[src/rtl/tha_pkg.sv]
// Shared types and constants of the thrust allocation block.
package tha_pkg;

  // Fixed field widths, axis count, result limit and count reset value.
  localparam int AXES       = 6;
  localparam int AXIS_W     = 3;
  localparam int ID_W       = 3;
  localparam int CNT_W      = 4;
  localparam int CMD_W      = 24;
  localparam int COEF_W     = 24;
  localparam int THRUST_W   = 32;
  localparam int OUT_LIMIT  = 8;
  localparam int CNT_RESET  = 8;

  // Arithmetic widths: exact Q.24 sum, Q.8 effort, scaled product, Q.8 thrust.
  localparam int MUL_W      = CMD_W + COEF_W;
  localparam int ACC_W      = MUL_W + 3;
  localparam int EFF_W      = ACC_W - 16;
  localparam int PROD_W     = EFF_W + COEF_W;
  localparam int T_W        = PROD_W - 16;

  // Gain of 1.0 in Q8.16.
  localparam logic signed [COEF_W-1:0] GAIN_ONE = COEF_W'(65536);

  // Request function codes.
  typedef enum logic [1:0] {
    FUNC_COEFF    = 2'd0,
    FUNC_FWD_GAIN = 2'd1,
    FUNC_BWD_GAIN = 2'd2,
    FUNC_APPLY    = 2'd3
  } tha_func_e;

  // Payload of one input request as seen by the datapath.
  typedef struct packed {
    logic [AXIS_W-1:0]            thruster_sel;
    logic [AXIS_W-1:0]            axis_sel;
    logic [COEF_W-1:0]            load_value;
    logic [AXES-1:0][CMD_W-1:0]   cmd;
  } tha_item_t;

  // Commands from the controller to the datapath.
  typedef struct packed {
    logic              wr_coeff;
    logic              wr_fwd;
    logic              wr_bwd;
    logic              cmd_load;
    logic              mac_rd;
    logic              acc_clr;
    logic              round;
    logic              scale;
    logic              res_load;
    logic              res_last;
    logic [ID_W-1:0]   row;
    logic [AXIS_W-1:0] axis;
  } tha_ctl_t;

  // Status from the datapath to the controller.
  typedef struct packed {
    logic res_full;
  } tha_sts_t;

endpackage

[src/rtl/tha_ctrl.sv]
// Controller state machine of the thrust allocation block.
module tha_ctrl #(
  parameter int MAX_THRUSTERS = 8
) (
  input  logic                     clk_i,
  input  logic                     rst_ni,
  input  logic                     in_valid_i,
  input  logic [1:0]               in_func_i,
  output logic                     in_ready_o,
  input  logic                     cfg_valid_i,
  input  logic [tha_pkg::CNT_W-1:0] cfg_data_i,
  output logic                     cfg_ready_o,
  input  tha_pkg::tha_sts_t        sts_i,
  output tha_pkg::tha_ctl_t        ctl_o
);
  import tha_pkg::*;

  localparam int LIM = (MAX_THRUSTERS < OUT_LIMIT) ? MAX_THRUSTERS : OUT_LIMIT;
  localparam logic [CNT_W-1:0] LIM_C = CNT_W'(LIM);

  typedef enum logic [6:0] {
    ST_IDLE   = 7'b0000001,
    ST_MAC    = 7'b0000010,
    ST_DRAIN1 = 7'b0000100,
    ST_DRAIN2 = 7'b0001000,
    ST_ROUND  = 7'b0010000,
    ST_SCALE  = 7'b0100000,
    ST_EMIT   = 7'b1000000
  } tha_state_e;

  tha_state_e        state_q, state_d;
  logic [CNT_W-1:0]  count_q;
  logic [CNT_W-1:0]  n_q, n_d, n_clamp;
  logic [ID_W-1:0]   row_q, row_d;
  logic [AXIS_W-1:0] axis_q, axis_d;
  logic              accept;
  logic              last;

  // The thruster count register takes a write in any cycle.
  assign cfg_ready_o = 1'b1;

  always_ff @(posedge clk_i or negedge rst_ni) begin
    if (!rst_ni) begin
      count_q <= CNT_W'(CNT_RESET);
    end else if (cfg_valid_i) begin
      count_q <= cfg_data_i;
    end
  end

  // Active thruster count, clamped to the storage and to the result limit.
  assign n_clamp = (count_q > LIM_C) ? LIM_C : count_q;

  assign in_ready_o = (state_q == ST_IDLE);
  assign accept     = in_valid_i && in_ready_o;
  assign last       = ((CNT_W'(row_q) + CNT_W'(1)) == n_q);

  // Next state and datapath commands.
  always_comb begin
    state_d = state_q;
    n_d     = n_q;
    row_d   = row_q;
    axis_d  = axis_q;
    ctl_o   = '0;
    ctl_o.row  = row_q;
    ctl_o.axis = axis_q;
    unique case (state_q)
      ST_IDLE: begin
        if (accept) begin
          unique case (tha_func_e'(in_func_i))
            FUNC_COEFF:    ctl_o.wr_coeff = 1'b1;
            FUNC_FWD_GAIN: ctl_o.wr_fwd   = 1'b1;
            FUNC_BWD_GAIN: ctl_o.wr_bwd   = 1'b1;
            FUNC_APPLY: begin
              ctl_o.cmd_load = 1'b1;
              n_d    = n_clamp;
              row_d  = '0;
              axis_d = '0;
              if (n_clamp != '0) begin
                state_d = ST_MAC;
              end
            end
            default: ;
          endcase
        end
      end
      ST_MAC: begin
        ctl_o.mac_rd  = 1'b1;
        ctl_o.acc_clr = (axis_q == '0);
        if (axis_q == AXIS_W'(AXES - 1)) begin
          axis_d  = '0;
          state_d = ST_DRAIN1;
        end else begin
          axis_d = axis_q + AXIS_W'(1);
        end
      end
      ST_DRAIN1: state_d = ST_DRAIN2;
      ST_DRAIN2: state_d = ST_ROUND;
      ST_ROUND: begin
        ctl_o.round = 1'b1;
        state_d     = ST_SCALE;
      end
      ST_SCALE: begin
        ctl_o.scale = 1'b1;
        state_d     = ST_EMIT;
      end
      ST_EMIT: begin
        if (!sts_i.res_full) begin
          ctl_o.res_load = 1'b1;
          ctl_o.res_last = last;
          if (last) begin
            state_d = ST_IDLE;
          end else begin
            row_d   = row_q + ID_W'(1);
            state_d = ST_MAC;
          end
        end
      end
      default: state_d = ST_IDLE;
    endcase
  end

  always_ff @(posedge clk_i or negedge rst_ni) begin
    if (!rst_ni) begin
      state_q <= ST_IDLE;
      n_q     <= '0;
      row_q   <= '0;
      axis_q  <= '0;
    end else begin
      state_q <= state_d;
      n_q     <= n_d;
      row_q   <= row_d;
      axis_q  <= axis_d;
    end
  end

  // The thruster being worked on is always one of the active ones.
  a_row_active: assert property (@(posedge clk_i) disable iff (!rst_ni)
    (state_q != ST_IDLE) |-> (CNT_W'(row_q) < n_q))
    else $error("thruster index beyond active count");

  // A result is only loaded into a free output register.
  a_load_free: assert property (@(posedge clk_i) disable iff (!rst_ni)
    ctl_o.res_load |-> !sts_i.res_full)
    else $error("result loaded over a waiting result");

  // Rounding is always followed by the gain multiply.
  a_round_scale: assert property (@(posedge clk_i) disable iff (!rst_ni)
    (state_q == ST_ROUND) |=> (state_q == ST_SCALE))
    else $error("gain multiply skipped");

  // An apply request with no active thruster leaves the block idle.
  a_zero_count: assert property (@(posedge clk_i) disable iff (!rst_ni)
    (ctl_o.cmd_load && (n_clamp == '0)) |=> (state_q == ST_IDLE))
    else $error("work started with no active thruster");

endmodule

[config.mk]
export PLATFORM = sky130hd
export DESIGN_NAME = tha_ctrl
export DESIGN_NICKNAME = d
export VERILOG_FILES = /design/src/rtl/tha_pkg.sv /design/src/rtl/tha_ctrl.sv
export SDC_FILE = /design/constraint.sdc
export NUM_CORES = 1
export LEC_CHECK = 0
export BUFFER_PORTS_ARGS = -buffer_cell sky130_fd_sc_hd__buf_2
export CAP_MARGIN = 20
export CORE_ASPECT_RATIO = 1.2
export CORE_MARGIN = 10
export CORE_UTILIZATION = 47
export DETAILED_ROUTE_END_ITERATION = 16
export PLACE_DENSITY = 0.76
export SLEW_MARGIN = 20
export SYNTH_ARGS = -nofsm -noshare
export SYNTH_HDL_FRONTEND = slang
export SYNTH_SLANG_ARGS = --single-unit
export TNS_END_PERCENT = 100
[constraint.sdc]
create_clock -name clk_i -period 2 [get_ports clk_i]
set_clock_uncertainty 0.1 [all_clocks]
set_input_delay 0.2 -clock clk_i [delete_from_list [all_inputs] [get_ports clk_i]]
set_output_delay 0.2 -clock clk_i [all_outputs]
set_load 0.02 [all_outputs]
==> metrics.md <==
| Metric | Value |
|---|---|
| Outcome | complete, but fails checks |
| Final period util | 115% |
| Violations in the final reports | setup timing |
| Worst hold endpoint | count_q[2]$_DFFE_PN0P_ |
| Root cell of the clock tree | sky130_fd_sc_hd__clkbuf_4 |
| Initial core utilization | between 40% and 50% |
| DRC violation total after the first TritonRoute iteration | 18 |
| I/O Buffers | 27 |
| Reg-to-reg slack, setup | -0.13 ns |
| Vias after detailed routing | ~1100 |
| Least setup slack across all paths after layout | -0.293 ns |
| DPL Wire Length | about 2100 um |
| Part of the power in registers | a little over a third |
| Highest clock frequency the design can meet | ~440 MHz |
| Gp weighted congestion | 0.898 |
| Worst skew pair latency | ~0.31 ns |
| Arr. time, crit path | about 2.0 ns |
| Register area share after synthesis | roughly 43% |
| Ratio of total power to cell area | about 1200 mW/mm^2 |
| Setup total negative slack | -1.67 ns |
| Number of clock sinks seen by CTS | 21 |
| Post-layout instance count excluding filler cells | 200 |
| Flip-flop and latch count after synthesis | 21 |
| Yosys synthesis warning count | 0 |
| Total track usage | between 10% and 20% |
| Final period demand of the worst path | 2.29 ns |
| Top library cells by usage in the layout, fill and taps aside | sky130_fd_sc_hd__dfrtp_1 (19), sky130_fd_sc_hd__buf_2 (19), sky130_fd_sc_hd__buf_4 (17) |
| Clock Tree Buf Depth | 2 |
| Synthesized area | about 0.0012 sq mm |
| Area of the die | slightly above 0.005 sq mm |
| Initial antenna violation count | 0 |
| I/O pin total | 29 |
| Count of placed standard cells including taps | 189 |
| Count of endpoints failing hold in the final timing report | 0 |
| Gate power share | between 50% and 60% |
| Drt drc | 0 |
| Worst slack after detailed placement | -0.0824 ns |
| Switching power summed over all nets | between 800 and 900 uW |
| Die extent in x | roughly 67 um |
| Antenna diode instance count | 0 |
| Count of filler cells inserted in the layout | approximately 200 |
| Number of synthesized flops with an enable pin | 0 |
| Peak ir drop on the vdd network | around 1000 uV |
| Number of pins with negative max-slew slack in the final report | 0 |
| First-pass GRT wire length | approximately 4500 um |
| Antenna viol nets, final | 0 |
| Net count of the finished layout | 180 |
| Critical R2R Launch | state_q[2]$_DFFE_PN0P_ |
| Routed length per placed instance | 14.0 um |
| Via count of the first global-routing pass | around 1000 |
| Row Count | 20 |
| Clock transition at the registers of the reported paths | roughly 0.12 ns |
| Internal | between 1000 and 1500 uW |
| Critical Path Sink Type | output port |
| CTS tree | built |
| Aggregate routed wire length | approximately 2800 um |
| Synth Area per Inst | 9.99 sq um |
| Proportion of register bits with asynchronous set or reset after synthesis | 100% |
| Sw Ratio | a little over two fifths |
| Post-DR vias/cell | 5.32 |
| Overflow after GRT | 0 |
| Core outline area | about 0.0025 sq mm |
| Area delta synth->final | 35.5% |
| Leakage power total | 0.000817 uW |
| Number of distinct library cells after synthesis | 52 |
| Largest net degree at the start of global routing | 22 |
| Post-synthesis instance total | ~120 |
| Worst hold path class | primary input to flop |
| RSZ-0062 raised after global routing | yes |
| H-tree levels | 1 |
| Most used DFF post-synth | sky130_fd_sc_hd__dfrtp_1 |
| CTS Buf Count | 3 |
| Max-cap violation count | 0 |
| Cell area after placement | 0.00147 sq mm |
| Data required time at the worst endpoint | 1.70 ns |
| Kind of start point of the critical path | flop |
| Synthesized Nets | between 100 and 150 |
| Final number of setup-violating endpoints | 11 |
| Class of the most critical setup path | flop to output port |
| Clk pwr share | about 10% |
| Detailed-router iteration count before antenna repair | 5 |
| Fraction of layout instances using a drive strength above 1 | 47.9% |
| Min-Delay Startpoint | cfg_data_i[2] |
| Destination of the worst register-to-register timing path | row_q[2]$_DFFE_PN0P_ |
| Worst Hold Path Cells | 2 |
| R2r worst-path depth | 6 |
| Post-route standard cell area excluding fillers | 0.00168 sq mm |
| Die span in y | around 76 um |
| Highest fanout seen on the critical path | 3 |
-- synth_stat cells, types with 2 or more instances --
cell / number / area, sq um
sky130_fd_sc_hd__dfrtp_1: 19 / 475
sky130_fd_sc_hd__nand2b_1: 9 / 56.3
sky130_fd_sc_hd__nand2_1: 8 / 30.0
sky130_fd_sc_hd__nor2_1: 8 / 30.0
sky130_fd_sc_hd__o21ai_0: 8 / 40.0
sky130_fd_sc_hd__mux2_2: 5 / 56.3
sky130_fd_sc_hd__nor3_1: 5 / 25.0
sky130_fd_sc_hd__a21oi_1: 4 / 20.0
sky130_fd_sc_hd__inv_1: 3 / 11.3
sky130_fd_sc_hd__xor2_1: 3 / 26.3
sky130_fd_sc_hd__and2_1: 2 / 12.5
sky130_fd_sc_hd__and3_1: 2 / 12.5
sky130_fd_sc_hd__and3b_1: 2 / 17.5
sky130_fd_sc_hd__and4b_2: 2 / 22.5
sky130_fd_sc_hd__buf_4: 2 / 15.0
sky130_fd_sc_hd__buf_6: 2 / 22.5
sky130_fd_sc_hd__dfstp_2: 2 / 52.6
sky130_fd_sc_hd__nor3b_1: 2 / 15.0
sky130_fd_sc_hd__nor4_1: 2 / 12.5
sky130_fd_sc_hd__o32ai_1: 2 / 17.5
-- critical path, stage by stage (launching register included) --
cell and delay (ns):
sky130_fd_sc_hd__dfrtp_1 0.40, sky130_fd_sc_hd__or4_4 0.55, sky130_fd_sc_hd__or3_4 0.41, sky130_fd_sc_hd__nor2_4 0.09, sky130_fd_sc_hd__and2_4 0.14, sky130_fd_sc_hd__buf_6 0.10
-- timing repair --
action / CTS / global route
hold endpoints to repair: 19 / 0
resized for setup: 21 / 15
cloned: 0 / 0
hold buffers: 1 / 0
buffers inserted: 4 / 5
pin swaps: 7 / 8
setup endpoints to repair: 12 / 15
-- flip-flops by register name, summed over array words and instances, names as in the netlist --
signal / cells
axis_q: 3
count_q: 4
n_q: 4
row_q: 3
state_q: 7
-- final cells by class --
type / instances / area [sq um] / area share [%]
multi-input combinational: 94 / 744 / 44.4
sequential: 21 / 528 / 31.5
timing repair buffer: 45 / 323 / 19.2
tap: 33 / 41.3 / 2.46
inverter: 3 / 13.8 / 0.820
clock buffer: 3 / 22.5 / 1.34
clock inverter: 1 / 5.00 / 0.298
-- metal layers --
layer / vias up / GRT usage (%) / wire, um
li1: 537 / - / -
met1: 497 / 13.3 / 1250
met2: 25 / 16.4 / 1320
met3: 4 / 3.24 / 181
met4: 0 / 4.32 / 44
met5: - / 0 / 0
-- through the flow --
step / power [uW] / utilization [%] / hold WS [ns]
after global routing: 2200 / 66.4 / 0.0141
after global placement: 1640 / 58.1 / 0.0713
final: 2040 / 66.4 / 0.0158
after CTS: 1990 / 63.5 / 0.0121
after floorplan: 1390 / - / -0.196
after detailed placement: 1670 / 58.1 / 0.0700
-- kinds of logic (layout without fill, tap and decap cells) --
family,count (synthesis),in the layout,share of synthesized area (%)
fa+ha+maj,1,1,1.01
simple gates,53,53,26.4
mux,6,6,5.35
compound gates,29,29,16.2
buf+inv,9,52,5.35
other cells,1,1,0.303
flops,21,21,42.6
xor+xnor,4,4,2.83
-- power groups by stage --
stage / sequential (uW) / combinational [uW] / clock, uW
CTS: 710 / 1070 / 212
global route: 749 / 1230 / 223
global placement: 709 / 929 / 0
floorplan: 742 / 647 / 0
detailed placement: 716 / 951 / 0
finish: 720 / 1120 / 204
-- worst max path at each step --
stage / depth (start not counted) / slack, ns / from / to
3_3_place_gp: 4 / -0.04 / state_q[3]$_DFFE_PN0P_ / ctl_o[10]
5_1_grt: 5 / -0.35 / state_q[2]$_DFFE_PN0P_ / ctl_o[6]
6_report: 5 / -0.29 / state_q[2]$_DFFE_PN0P_ / ctl_o[6]
2_1_floorplan: 5 / -0.16 / state_q[4]$_DFFE_PN0P_ / ctl_o[14]
4_1_cts: 5 / -0.30 / state_q[2]$_DFFE_PN0P_ / ctl_o[6]
3_5_place_dp: 5 / -0.08 / state_q[3]$_DFFE_PN0P_ / axis_q[2]$_DFFE_PN0P_
Power figures use the tool's default switching activity.
